<file path="config.mk">
export PLATFORM = sky130hd
export DESIGN_NAME = epoch_seconds_to_calendar
export DESIGN_NICKNAME = d
export VERILOG_FILES = /design/src/rtl/epcal_pkg.sv /design/src/rtl/epcal_ctrl.sv /design/src/rtl/epcal_dpath.sv /design/src/rtl/epoch_seconds_to_calendar.sv
export SDC_FILE = /design/constraint.sdc
export NUM_CORES = 1
export LEC_CHECK = 0
export ABC_CLOCK_PERIOD_IN_PS = 22800
export BUFFER_PORTS_ARGS = -buffer_cell sky130_fd_sc_hd__buf_2
export CORE_AREA = 2 2 219 221
export CTS_CLUSTER_DIAMETER = 30
export CTS_CLUSTER_SIZE = 28
export DETAILED_ROUTE_END_ITERATION = 6
export DIE_AREA = 0 0 221 223
export HOLD_SLACK_MARGIN = 0.05
export PLACE_DENSITY = 0.89
export SLEW_MARGIN = 20
export SYNTH_ARGS = -nofsm -noshare
export SYNTH_HDL_FRONTEND = slang
export SYNTH_SLANG_ARGS = --single-unit
export TNS_END_PERCENT = 50
</file>
<file path="constraint.sdc">
create_clock -name clk -period 22.8 [get_ports clk]
set_input_delay 0 -clock clk [delete_from_list [all_inputs] [get_ports clk]]
set_output_delay 0 -clock clk [all_outputs]
set_load 0.005 [all_outputs]
</file>
<file path="src/rtl/epcal_pkg.sv">
`default_nettype none

package epcal_pkg;

  // Widths of the working values.
  localparam int TimeW     = 33;  // local seconds, epoch plus up to fifteen hours
  localparam int DivW      = 17;  // divisor and remainder, covers seconds per day
  localparam int DaysW     = 16;  // whole days since the epoch
  localparam int MinOfDayW = 11;  // minutes within the day
  localparam int CntW      = 1;   // divider stage count
  localparam int YearW     = 8;   // year counted from 1900
  localparam int YdayW     = 9;   // day within the year

  // Reciprocal division. Seconds are first shifted right by seven, since a day
  // is 675 times 128 seconds, so the multiplier operand stays at 26 bits.
  localparam int DayShift   = 7;
  localparam int MulAW      = TimeW - DayShift;
  localparam int MulBW      = 27;
  localparam int ProdW      = MulAW + MulBW;
  localparam int RecipDay   = 101806633;  // 2^36 / 675, rounded up
  localparam int RecipMin   = 139811;     // 2^23 / 60, rounded up
  localparam int RecipWeek  = 149797;     // 2^20 / 7, rounded up
  localparam int DayQuoLsb  = 36;
  localparam int MinQuoLsb  = 23;
  localparam int WeekQuoLsb = 20;

  localparam int SecsPerDay   = 86400;
  localparam int SecsPerHour  = 3600;
  localparam int SecsPerMin   = 60;
  localparam int DaysPerWeek  = 7;
  localparam int EpochYear    = 70;   // 1970 counted from 1900
  localparam int EpochWeekday = 4;    // the epoch fell on a Thursday
  localparam int NonLeapCent  = 200;  // 2100, the one skipped century in range
  localparam int DaysPerYear  = 365;
  localparam int DaysPerLeap  = 366;
  localparam int LastFebNorm  = 58;   // day of year of Feb 28
  localparam int LeapDay      = 59;   // day of year of Feb 29 in a leap year

  localparam logic [YdayW-1:0] MONTH_START [12] = '{
    9'd0, 9'd31, 9'd59, 9'd90, 9'd120, 9'd151,
    9'd181, 9'd212, 9'd243, 9'd273, 9'd304, 9'd334
  };

  // Divisions carried out in turn by the shared divider.
  typedef enum logic [1:0] {
    DIV_DAY  = 2'd0,
    DIV_SEC  = 2'd1,
    DIV_MIN  = 2'd2,
    DIV_WEEK = 2'd3
  } div_op_t;

  typedef struct packed {
    logic    load_input;
    logic    div_load;
    logic    div_step;
    logic    div_store;
    div_op_t div_op;
    logic    year_step;
    logic    out_load;
  } ep_cmd_t;

  typedef struct packed {
    logic div_last;
    logic year_done;
    logic out_free;
  } ep_status_t;

  typedef struct packed {
    logic [3:0] mon;
    logic [4:0] mday;
  } month_t;

  function automatic logic [DivW-1:0] div_divisor(input div_op_t op);
    case (op)
      DIV_DAY:  return DivW'(SecsPerDay);
      DIV_SEC:  return DivW'(SecsPerMin);
      DIV_MIN:  return DivW'(SecsPerMin);
      DIV_WEEK: return DivW'(DaysPerWeek);
      default:  return DivW'(SecsPerDay);
    endcase
  endfunction

  // Each reciprocal is exact over the whole operand range of its division.
  function automatic logic [MulBW-1:0] div_recip(input div_op_t op);
    case (op)
      DIV_DAY:  return MulBW'(RecipDay);
      DIV_SEC:  return MulBW'(RecipMin);
      DIV_MIN:  return MulBW'(RecipMin);
      DIV_WEEK: return MulBW'(RecipWeek);
      default:  return MulBW'(RecipDay);
    endcase
  endfunction

  // Years 1970 through 2106 only; 2000 is a leap year, 2100 is not.
  function automatic logic is_leap(input logic [YearW-1:0] yr);
    return (yr[1:0] == 2'b00) && (yr != YearW'(NonLeapCent));
  endfunction

  function automatic month_t month_split(input logic [YdayW-1:0] yday, input logic leap);
    logic [YdayW-1:0] d;
    logic [3:0]       mon;
    logic [4:0]       mday;
    month_t           r;
    mday = 5'd1;
    d    = yday;
    if (leap && (yday > YdayW'(LastFebNorm))) begin
      if (yday == YdayW'(LeapDay)) begin
        mday = 5'd2;
      end
      d = yday - YdayW'(1);
    end
    mon = 4'd0;
    for (int i = 1; i < 12; i++) begin
      if (MONTH_START[i] <= d) begin
        mon = 4'(i);
      end
    end
    mday   = mday + 5'(d - MONTH_START[mon]);
    r.mon  = mon;
    r.mday = mday;
    return r;
  endfunction

endpackage

`default_nettype wire

</file>
<file path="src/rtl/epcal_ctrl.sv">
`default_nettype none

module epcal_ctrl (
  input  logic                  clk,
  input  logic                  rst,
  input  logic                  in_valid,
  output logic                  in_ready,
  input  epcal_pkg::ep_status_t status,
  output epcal_pkg::ep_cmd_t    cmd
);
  import epcal_pkg::*;

  typedef enum logic [4:0] {
    S_IDLE   = 5'b00001,
    S_LOAD   = 5'b00010,
    S_RUN    = 5'b00100,
    S_YEARS  = 5'b01000,
    S_FINISH = 5'b10000
  } state_t;

  state_t  state, state_next;
  div_op_t op, op_next;

  always_ff @(posedge clk) begin
    if (rst) begin
      state <= S_IDLE;
      op    <= DIV_DAY;
    end else begin
      state <= state_next;
      op    <= op_next;
    end
  end

  assign in_ready = (state == S_IDLE);

  always_comb begin
    state_next = state;
    op_next    = op;
    cmd        = '0;
    cmd.div_op = op;
    case (state)
      S_IDLE: begin
        if (in_valid) begin
          cmd.load_input = 1'b1;
          op_next        = DIV_DAY;
          state_next     = S_LOAD;
        end
      end
      S_LOAD: begin
        cmd.div_load = 1'b1;
        state_next   = S_RUN;
      end
      S_RUN: begin
        cmd.div_step = 1'b1;
        if (status.div_last) begin
          cmd.div_store = 1'b1;
          if (op == DIV_WEEK) begin
            state_next = S_YEARS;
          end else begin
            op_next    = div_op_t'(op + 2'd1);
            state_next = S_LOAD;
          end
        end
      end
      S_YEARS: begin
        cmd.year_step = 1'b1;
        if (status.year_done) begin
          state_next = S_FINISH;
        end
      end
      S_FINISH: begin
        if (status.out_free) begin
          cmd.out_load = 1'b1;
          state_next   = S_IDLE;
        end
      end
      default: begin
        state_next = S_IDLE;
      end
    endcase
  end

endmodule

`default_nettype wire

</file>
<file path="src/rtl/epcal_dpath.sv">
`default_nettype none

module epcal_dpath (
  input  logic                  clk,
  input  logic                  rst,
  input  logic                  cfg_write,
  input  logic signed [4:0]     timezone_hours,
  input  logic [31:0]           epoch_seconds,
  input  epcal_pkg::ep_cmd_t    cmd,
  output epcal_pkg::ep_status_t status,
  output logic                  out_valid,
  input  logic                  out_ready,
  output logic [5:0]            second,
  output logic [5:0]            minute,
  output logic [4:0]            hour,
  output logic [2:0]            weekday,
  output logic [7:0]            year_since_1900,
  output logic [8:0]            day_of_year,
  output logic [3:0]            month,
  output logic [4:0]            day_of_month,
  output logic                  clamped
);
  import epcal_pkg::*;

  logic signed [4:0]  tz;
  logic signed [17:0] offset;
  logic signed [33:0] local_secs;

  logic [TimeW-1:0]     secs;
  logic                 clamp;
  logic [ProdW-1:0]     prod;
  logic [DaysW-1:0]     quo;
  logic [CntW-1:0]      count;
  logic [DaysW-1:0]     days;
  logic [DivW-1:0]      sod;
  logic [MinOfDayW-1:0] mod_min;
  logic [5:0]           sec_w;
  logic [5:0]           min_w;
  logic [4:0]           hour_w;
  logic [2:0]           wday_w;
  logic [YearW-1:0]     yr;

  logic [DivW-1:0]  divisor;
  logic [MulAW-1:0] mul_a;
  logic [DaysW-1:0] quo_calc;
  logic [DivW-1:0]  rem_calc;
  logic [TimeW-1:0] dividend;
  logic [YdayW-1:0] year_len;
  logic             year_done;
  logic             leap;
  month_t           md;

  always_ff @(posedge clk) begin
    if (rst) begin
      tz <= 5'sd8;
    end else if (cfg_write) begin
      tz <= timezone_hours;
    end
  end

  // Local time; a negative sum saturates to the epoch.
  assign offset     = 18'(tz) * 18'sd3600;
  assign local_secs = $signed({2'b00, epoch_seconds}) + 34'(offset);

  always_comb begin
    case (cmd.div_op)
      DIV_DAY:  dividend = secs;
      DIV_SEC:  dividend = TimeW'(sod);
      DIV_MIN:  dividend = TimeW'(mod_min);
      DIV_WEEK: dividend = TimeW'({1'b0, days} + (DaysW + 1)'(EpochWeekday));
      default:  dividend = secs;
    endcase
  end

  // Division by a constant through a reciprocal. The product is registered in
  // the load state, the quotient is registered from it in the run state, and
  // the remainder is formed from that registered quotient as the run state ends.
  assign divisor  = div_divisor(cmd.div_op);
  assign mul_a    = (cmd.div_op == DIV_DAY) ? dividend[TimeW-1:DayShift]
                                            : dividend[MulAW-1:0];
  assign rem_calc = dividend[DivW-1:0] - (DivW'(quo) * divisor);

  always_comb begin
    case (cmd.div_op)
      DIV_DAY:  quo_calc = prod[DayQuoLsb +: DaysW];
      DIV_SEC:  quo_calc = prod[MinQuoLsb +: DaysW];
      DIV_MIN:  quo_calc = prod[MinQuoLsb +: DaysW];
      DIV_WEEK: quo_calc = prod[WeekQuoLsb +: DaysW];
      default:  quo_calc = prod[DayQuoLsb +: DaysW];
    endcase
  end

  assign leap      = is_leap(yr);
  assign year_len  = leap ? YdayW'(DaysPerLeap) : YdayW'(DaysPerYear);
  assign year_done = (days < DaysW'(year_len));
  assign md        = month_split(days[YdayW-1:0], leap);

  always_ff @(posedge clk) begin
    if (cmd.load_input) begin
      clamp <= local_secs[33];
      secs  <= local_secs[33] ? '0 : local_secs[TimeW-1:0];
      yr    <= YearW'(EpochYear);
    end
    if (cmd.div_load) begin
      prod  <= ProdW'(mul_a) * ProdW'(div_recip(cmd.div_op));
      count <= CntW'(1);
    end else if (cmd.div_step) begin
      quo   <= quo_calc;
      count <= count - CntW'(1);
    end
    if (cmd.div_store) begin
      case (cmd.div_op)
        DIV_DAY: begin
          days <= quo;
          sod  <= rem_calc;
        end
        DIV_SEC: begin
          sec_w   <= rem_calc[5:0];
          mod_min <= quo[MinOfDayW-1:0];
        end
        DIV_MIN: begin
          min_w  <= rem_calc[5:0];
          hour_w <= quo[4:0];
        end
        DIV_WEEK: begin
          wday_w <= rem_calc[2:0];
        end
        default: begin
          wday_w <= rem_calc[2:0];
        end
      endcase
    end else if (cmd.year_step && !year_done) begin
      days <= days - DaysW'(year_len);
      yr   <= yr + YearW'(1);
    end
  end

  always_ff @(posedge clk) begin
    if (rst) begin
      out_valid <= 1'b0;
    end else if (cmd.out_load) begin
      out_valid <= 1'b1;
    end else if (out_ready) begin
      out_valid <= 1'b0;
    end
  end

  always_ff @(posedge clk) begin
    if (cmd.out_load) begin
      second          <= sec_w;
      minute          <= min_w;
      hour            <= hour_w;
      weekday         <= wday_w;
      year_since_1900 <= yr;
      day_of_year     <= days[YdayW-1:0];
      month           <= md.mon;
      day_of_month    <= md.mday;
      clamped         <= clamp;
    end
  end

  assign status.div_last  = (count == '0);
  assign status.year_done = year_done;
  assign status.out_free  = !out_valid || out_ready;

endmodule

`default_nettype wire

</file>
<file path="src/rtl/epoch_seconds_to_calendar.sv">
`default_nettype none

// Channel   Handshake              Payload
// config    cfg_write              timezone_hours (signed hours)
// input     in_valid / in_ready    epoch_seconds
// output    out_valid / out_ready  second, minute, hour, weekday, year_since_1900,
//                                  day_of_year, month, day_of_month, clamped
//
// From acceptance to a loaded result, a word passes through four divisions by
// constants, each a reciprocal multiplication, then the year walk, one year per
// cycle over the N whole years from 1970 to the local date (at most 136), and
// the final load.
// Reset (rst, synchronous) empties the output register and sets the offset to +8 h.
// A finished word waits in the output register; the next input word is taken
// meanwhile, and only the final load stalls if the previous word is still unread.

module epoch_seconds_to_calendar (
  input  logic              clk,
  input  logic              rst,
  input  logic              cfg_write,
  input  logic signed [4:0] timezone_hours,
  input  logic              in_valid,
  output logic              in_ready,
  input  logic [31:0]       epoch_seconds,
  output logic              out_valid,
  input  logic              out_ready,
  output logic [5:0]        second,
  output logic [5:0]        minute,
  output logic [4:0]        hour,
  output logic [2:0]        weekday,
  output logic [7:0]        year_since_1900,
  output logic [8:0]        day_of_year,
  output logic [3:0]        month,
  output logic [4:0]        day_of_month,
  output logic              clamped
);
  import epcal_pkg::*;

  ep_cmd_t    cmd;
  ep_status_t status;

  // The controller sequences the word: capture, four divisions (seconds into days,
  // seconds of day into minutes, minutes into hours, days into weekday), the year
  // walk, and the final load that also resolves month and day of month.
  epcal_ctrl u_ctrl (
    .clk      (clk),
    .rst      (rst),
    .in_valid (in_valid),
    .in_ready (in_ready),
    .status   (status),
    .cmd      (cmd)
  );

  // The datapath holds the offset register, the divider, the year counter and the
  // output register.
  epcal_dpath u_dpath (
    .clk             (clk),
    .rst             (rst),
    .cfg_write       (cfg_write),
    .timezone_hours  (timezone_hours),
    .epoch_seconds   (epoch_seconds),
    .cmd             (cmd),
    .status          (status),
    .out_valid       (out_valid),
    .out_ready       (out_ready),
    .second          (second),
    .minute          (minute),
    .hour            (hour),
    .weekday         (weekday),
    .year_since_1900 (year_since_1900),
    .day_of_year     (day_of_year),
    .month           (month),
    .day_of_month    (day_of_month),
    .clamped         (clamped)
  );

  // Once a word is taken, the block is busy on the next cycle.
  a_busy_after_accept: assert property (
    @(posedge clk) disable iff (rst)
    (in_valid && in_ready) |=> !in_ready
  ) else $error("input still ready right after a word was taken");

  // A saturated local time must come out as the epoch itself.
  a_clamp_is_epoch: assert property (
    @(posedge clk) disable iff (rst)
    (out_valid && clamped) |->
      (second == 6'd0 && minute == 6'd0 && hour == 5'd0 && weekday == 3'd4 &&
       year_since_1900 == 8'd70 && day_of_year == 9'd0 && month == 4'd0 &&
       day_of_month == 5'd1)
  ) else $error("clamped result is not 1970-01-01 00:00:00");

  // Calendar fields stay within their ranges.
  a_fields_in_range: assert property (
    @(posedge clk) disable iff (rst)
    out_valid |-> (day_of_month != 5'd0 && month < 4'd12 && weekday < 3'd7 &&
                   hour < 5'd24 && minute < 6'd60 && second < 6'd60)
  ) else $error("calendar field out of range");

endmodule

`default_nettype wire
</file>
==> results_dict.tcl <==
set metrics [dict create \
    outcome "finished, violations left" \
    violations "DRC" \
    worstPathArrival_ns 10.56 \
    die_h_um 223 \
    synth_most_common_cell "inv_1" \
    hp-class "in2reg" \
    cts_tree "yes" \
    die_area_um2 49300 \
    rsz0062_at_grt "no" \
    initial_utilization_pct 63.8 \
    slew_headroom_pct 40.2 \
    insertion_delay_ns 0.59 \
    path_max_fanout 51 \
    antenna_found_initial 0 \
    die_w_um 221 \
    clk_pin_slew_ns 0.05 \
    gp_congestion 1.03 \
    r2r_start "u_ctrl.op[1]$_SDFFE_PP0P_" \
    root_buffer "clkbuf_16" \
    coreArea_um2 47100 \
    setup_viol 0 \
    critPathSlowestCell "buf_4" \
    path_buf_inv 6 \
    post_cts_buffers 0 \
    row_count 80 \
    fill_cells 3108 \
    syn2layout_area_growth_pct 10.8 \
    ys_top_cells_by_area "fa_1 27%, ha_1 20%, edfxtp_1 19%, inv_1 9.4%, xnor2_1 2.6%" \
    ys.flop_type "edfxtp_1" \
    cts_made_buffers 48 \
    fin_crit_sh_pct 45.0 \
    drtIter0Drc 2526 \
    cp.required_ns 23.11 \
    cts_resized 0 \
    hold_buffers 37 \
    setup.worst_path.end_class "flip-flop" \
    ys_ff_latch 215 \
    finClkSkew_ns 0.0421 \
    io_buffers 90 \
    grt_pass1_vias 24051 \
    cp-start-kind "flip-flop" \
    htree_levels 2 \
    avgRoutedWirePerCell_um 21.5 \
    critPathKind "reg2reg" \
    hold_slack_ns 0.0655 \
    min_from "epoch_seconds[15]" \
    fmax_mhz 97.6 \
    syn_inst 3070 \
    ys_types 76 \
    cts_sinks 215 \
    synth_seq_area_share_pct 20.7 \
    slowest_delay_ns 0.61 \
    ant_nets 0 \
    grtUsageTotal_pct 34.3 \
    fin_nets 4131 \
    tightestPinTransition_ns 0.888 \
    synth-edff-count 193 \
    finalSetupTns_ns 0 \
    regArea_um2 6240 \
    crit_start "u_ctrl.op[1]$_SDFFE_PP0P_" \
    first_pass_iters 7 \
    async_flop_share_pct 0 \
    multi_input_area_um2 20800 \
    clk_path_buf_depth 3 \
    slew_violations 0 \
    antenna_cells 0 \
    dr_total_vias 22943 \
    syn_area_um2 30100 \
    yosys-top-cells-count "752 x inv_1, 478 x ha_1, 401 x fa_1, 193 x edfxtp_1, 190 x nand2_1" \
    ys_warn_count 0 \
    dp_hpwl_um 64300 \
    crit_top_cell "fa_1" \
    grt_max_degree 56 \
    cap_violations 0 \
    critical-path-top-delay-family "adder cells" \
    drive_gt1_share_pct 6.92 \
    wirelength_um 83200 \
    synth_top_area_cell "fa_1" \
    grt_pass1_wl_um 131000 \
    yosysTopAreaCellShare_pct 26.7 \
    io_pins 91 \
    finalHoldViolations 0 \
    drc 6 \
    syn_area_per_cell_um2 9.80 \
    grt.overflow.total 0 \
    finalCriticalPeriod_ns 10.25 \
    viasPerCell 5.94 \
]
-- per-stage QoR --
| stage | setup slack, ns | utilization, % | std cells | instance area [µm²] |
|---|---|---|---|---|
| after detailed placement | 12.84 | 66.3 | 3738 | 31200 |
| after global routing | 11.88 | 70.7 | 3865 | 33300 |
| final | 12.55 | 70.7 | 3865 | 33300 |
| after global placement | 13.09 | 66.3 | 3738 | 31200 |
| after CTS | 12.83 | 70.7 | 3865 | 33300 |
| after floorplan | 14.50 | - | 3081 | 30100 |
-- tightest hold or removal path, stage by stage --
cell	delay (ns)
buf_2	0.09
ha_1	0.21
xnor2_1	0.10
nor2_1	0.10
-- path summary, 6_finish.rpt --
check | slack (ns) | cells after the start | endpoint
hold reg to reg | 0.41 | 0 | u_dpath.second[2]$_DFFE_PP_
setup reg to reg | 12.55 | 29 | u_dpath.prod[51]$_DFFE_PP_
hold / removal | 0.07 | 4 | u_dpath.secs[15]$_SDFFCE_PP0P_
setup / recovery | 12.55 | 29 | u_dpath.prod[51]$_DFFE_PP_
-- per-layer routing --
| metal | track usage [%] | share of wire, % | vias to the layer above |
|---|---|---|---|
| li1 | - | - | 10132 |
| met1 | 42.0 | 37 | 11123 |
| met2 | 57.7 | 47 | 1344 |
| met3 | 6.41 | 8.6 | 344 |
| met4 | 19.2 | 6.6 | 0 |
| met5 | 0 | 0 | - |
-- flip-flops by register name, indices dropped and copies added, names as in the netlist, 4 cells and up --
name	flops
u_dpath.minute	6
u_dpath.year_since_1900	8
u_dpath.second	6
u_dpath.day_of_year	9
u_dpath.day_of_month	5
u_dpath.prod	32
u_dpath.hour_w	5
u_dpath.sec_w	6
u_dpath.tz	5
u_dpath.month	4
u_dpath.mod_min	11
u_ctrl.state	5
u_dpath.min_w	6
u_dpath.hour	5
u_dpath.yr	8
u_dpath.sod	17
u_dpath.days	16
u_dpath.quo	16
u_dpath.secs	33
-- layout make-up --
class / instances / share of cell area (%)
Inverter: 754 / 8.49
Clock inverter: 34 / 1.46
Multi-Input combinational cell: 2045 / 62.4
Sequential cell: 215 / 18.7
Tap cell: 615 / 2.31
Clock buffer: 56 / 3.72
Timing Repair Buffer: 146 / 2.89
-- kinds of logic (layout without fill, tap and decap cells) --
kind of cell / count (synthesis) / in the layout / share of synthesized area, %
compound gates: 393 / 393 / 8.41
xor+xnor: 136 / 136 / 4.06
mux: 8 / 8 / 0.266
buf+inv: 821 / 990 / 10.3
flops: 215 / 215 / 20.7
simple gates: 616 / 616 / 9.66
other cells: 2 / 13 / 0.0250
fa+ha+maj: 879 / 879 / 46.6
-- cells in the final DEF, fill, tap and decap left out, drive strengths merged, types with 14 or more instances in the layout --
cell type,synthesis,layout
clkinv,2,14
nand3,25,25
ha,478,478
buf,18,109
nand2b,16,16
inv,752,759
edfxtp,193,193
nor2b,52,52
a21oi,101,101
nor2,183,183
nor3,27,27
and3,30,30
dfxtp,22,22
a22oi,22,22
xnor2,93,93
xor2,43,43
dlygate4sd3,0,37
and2,35,35
nand2,190,190
a21o,36,36
or2,16,16
fa,401,401
a31oi,17,17
clkbuf,49,56
o21ai,109,109
Power is left out: the tool's default activity adds up to more than one toggle a clock period on the data nets, which glitch-free logic cannot reach.
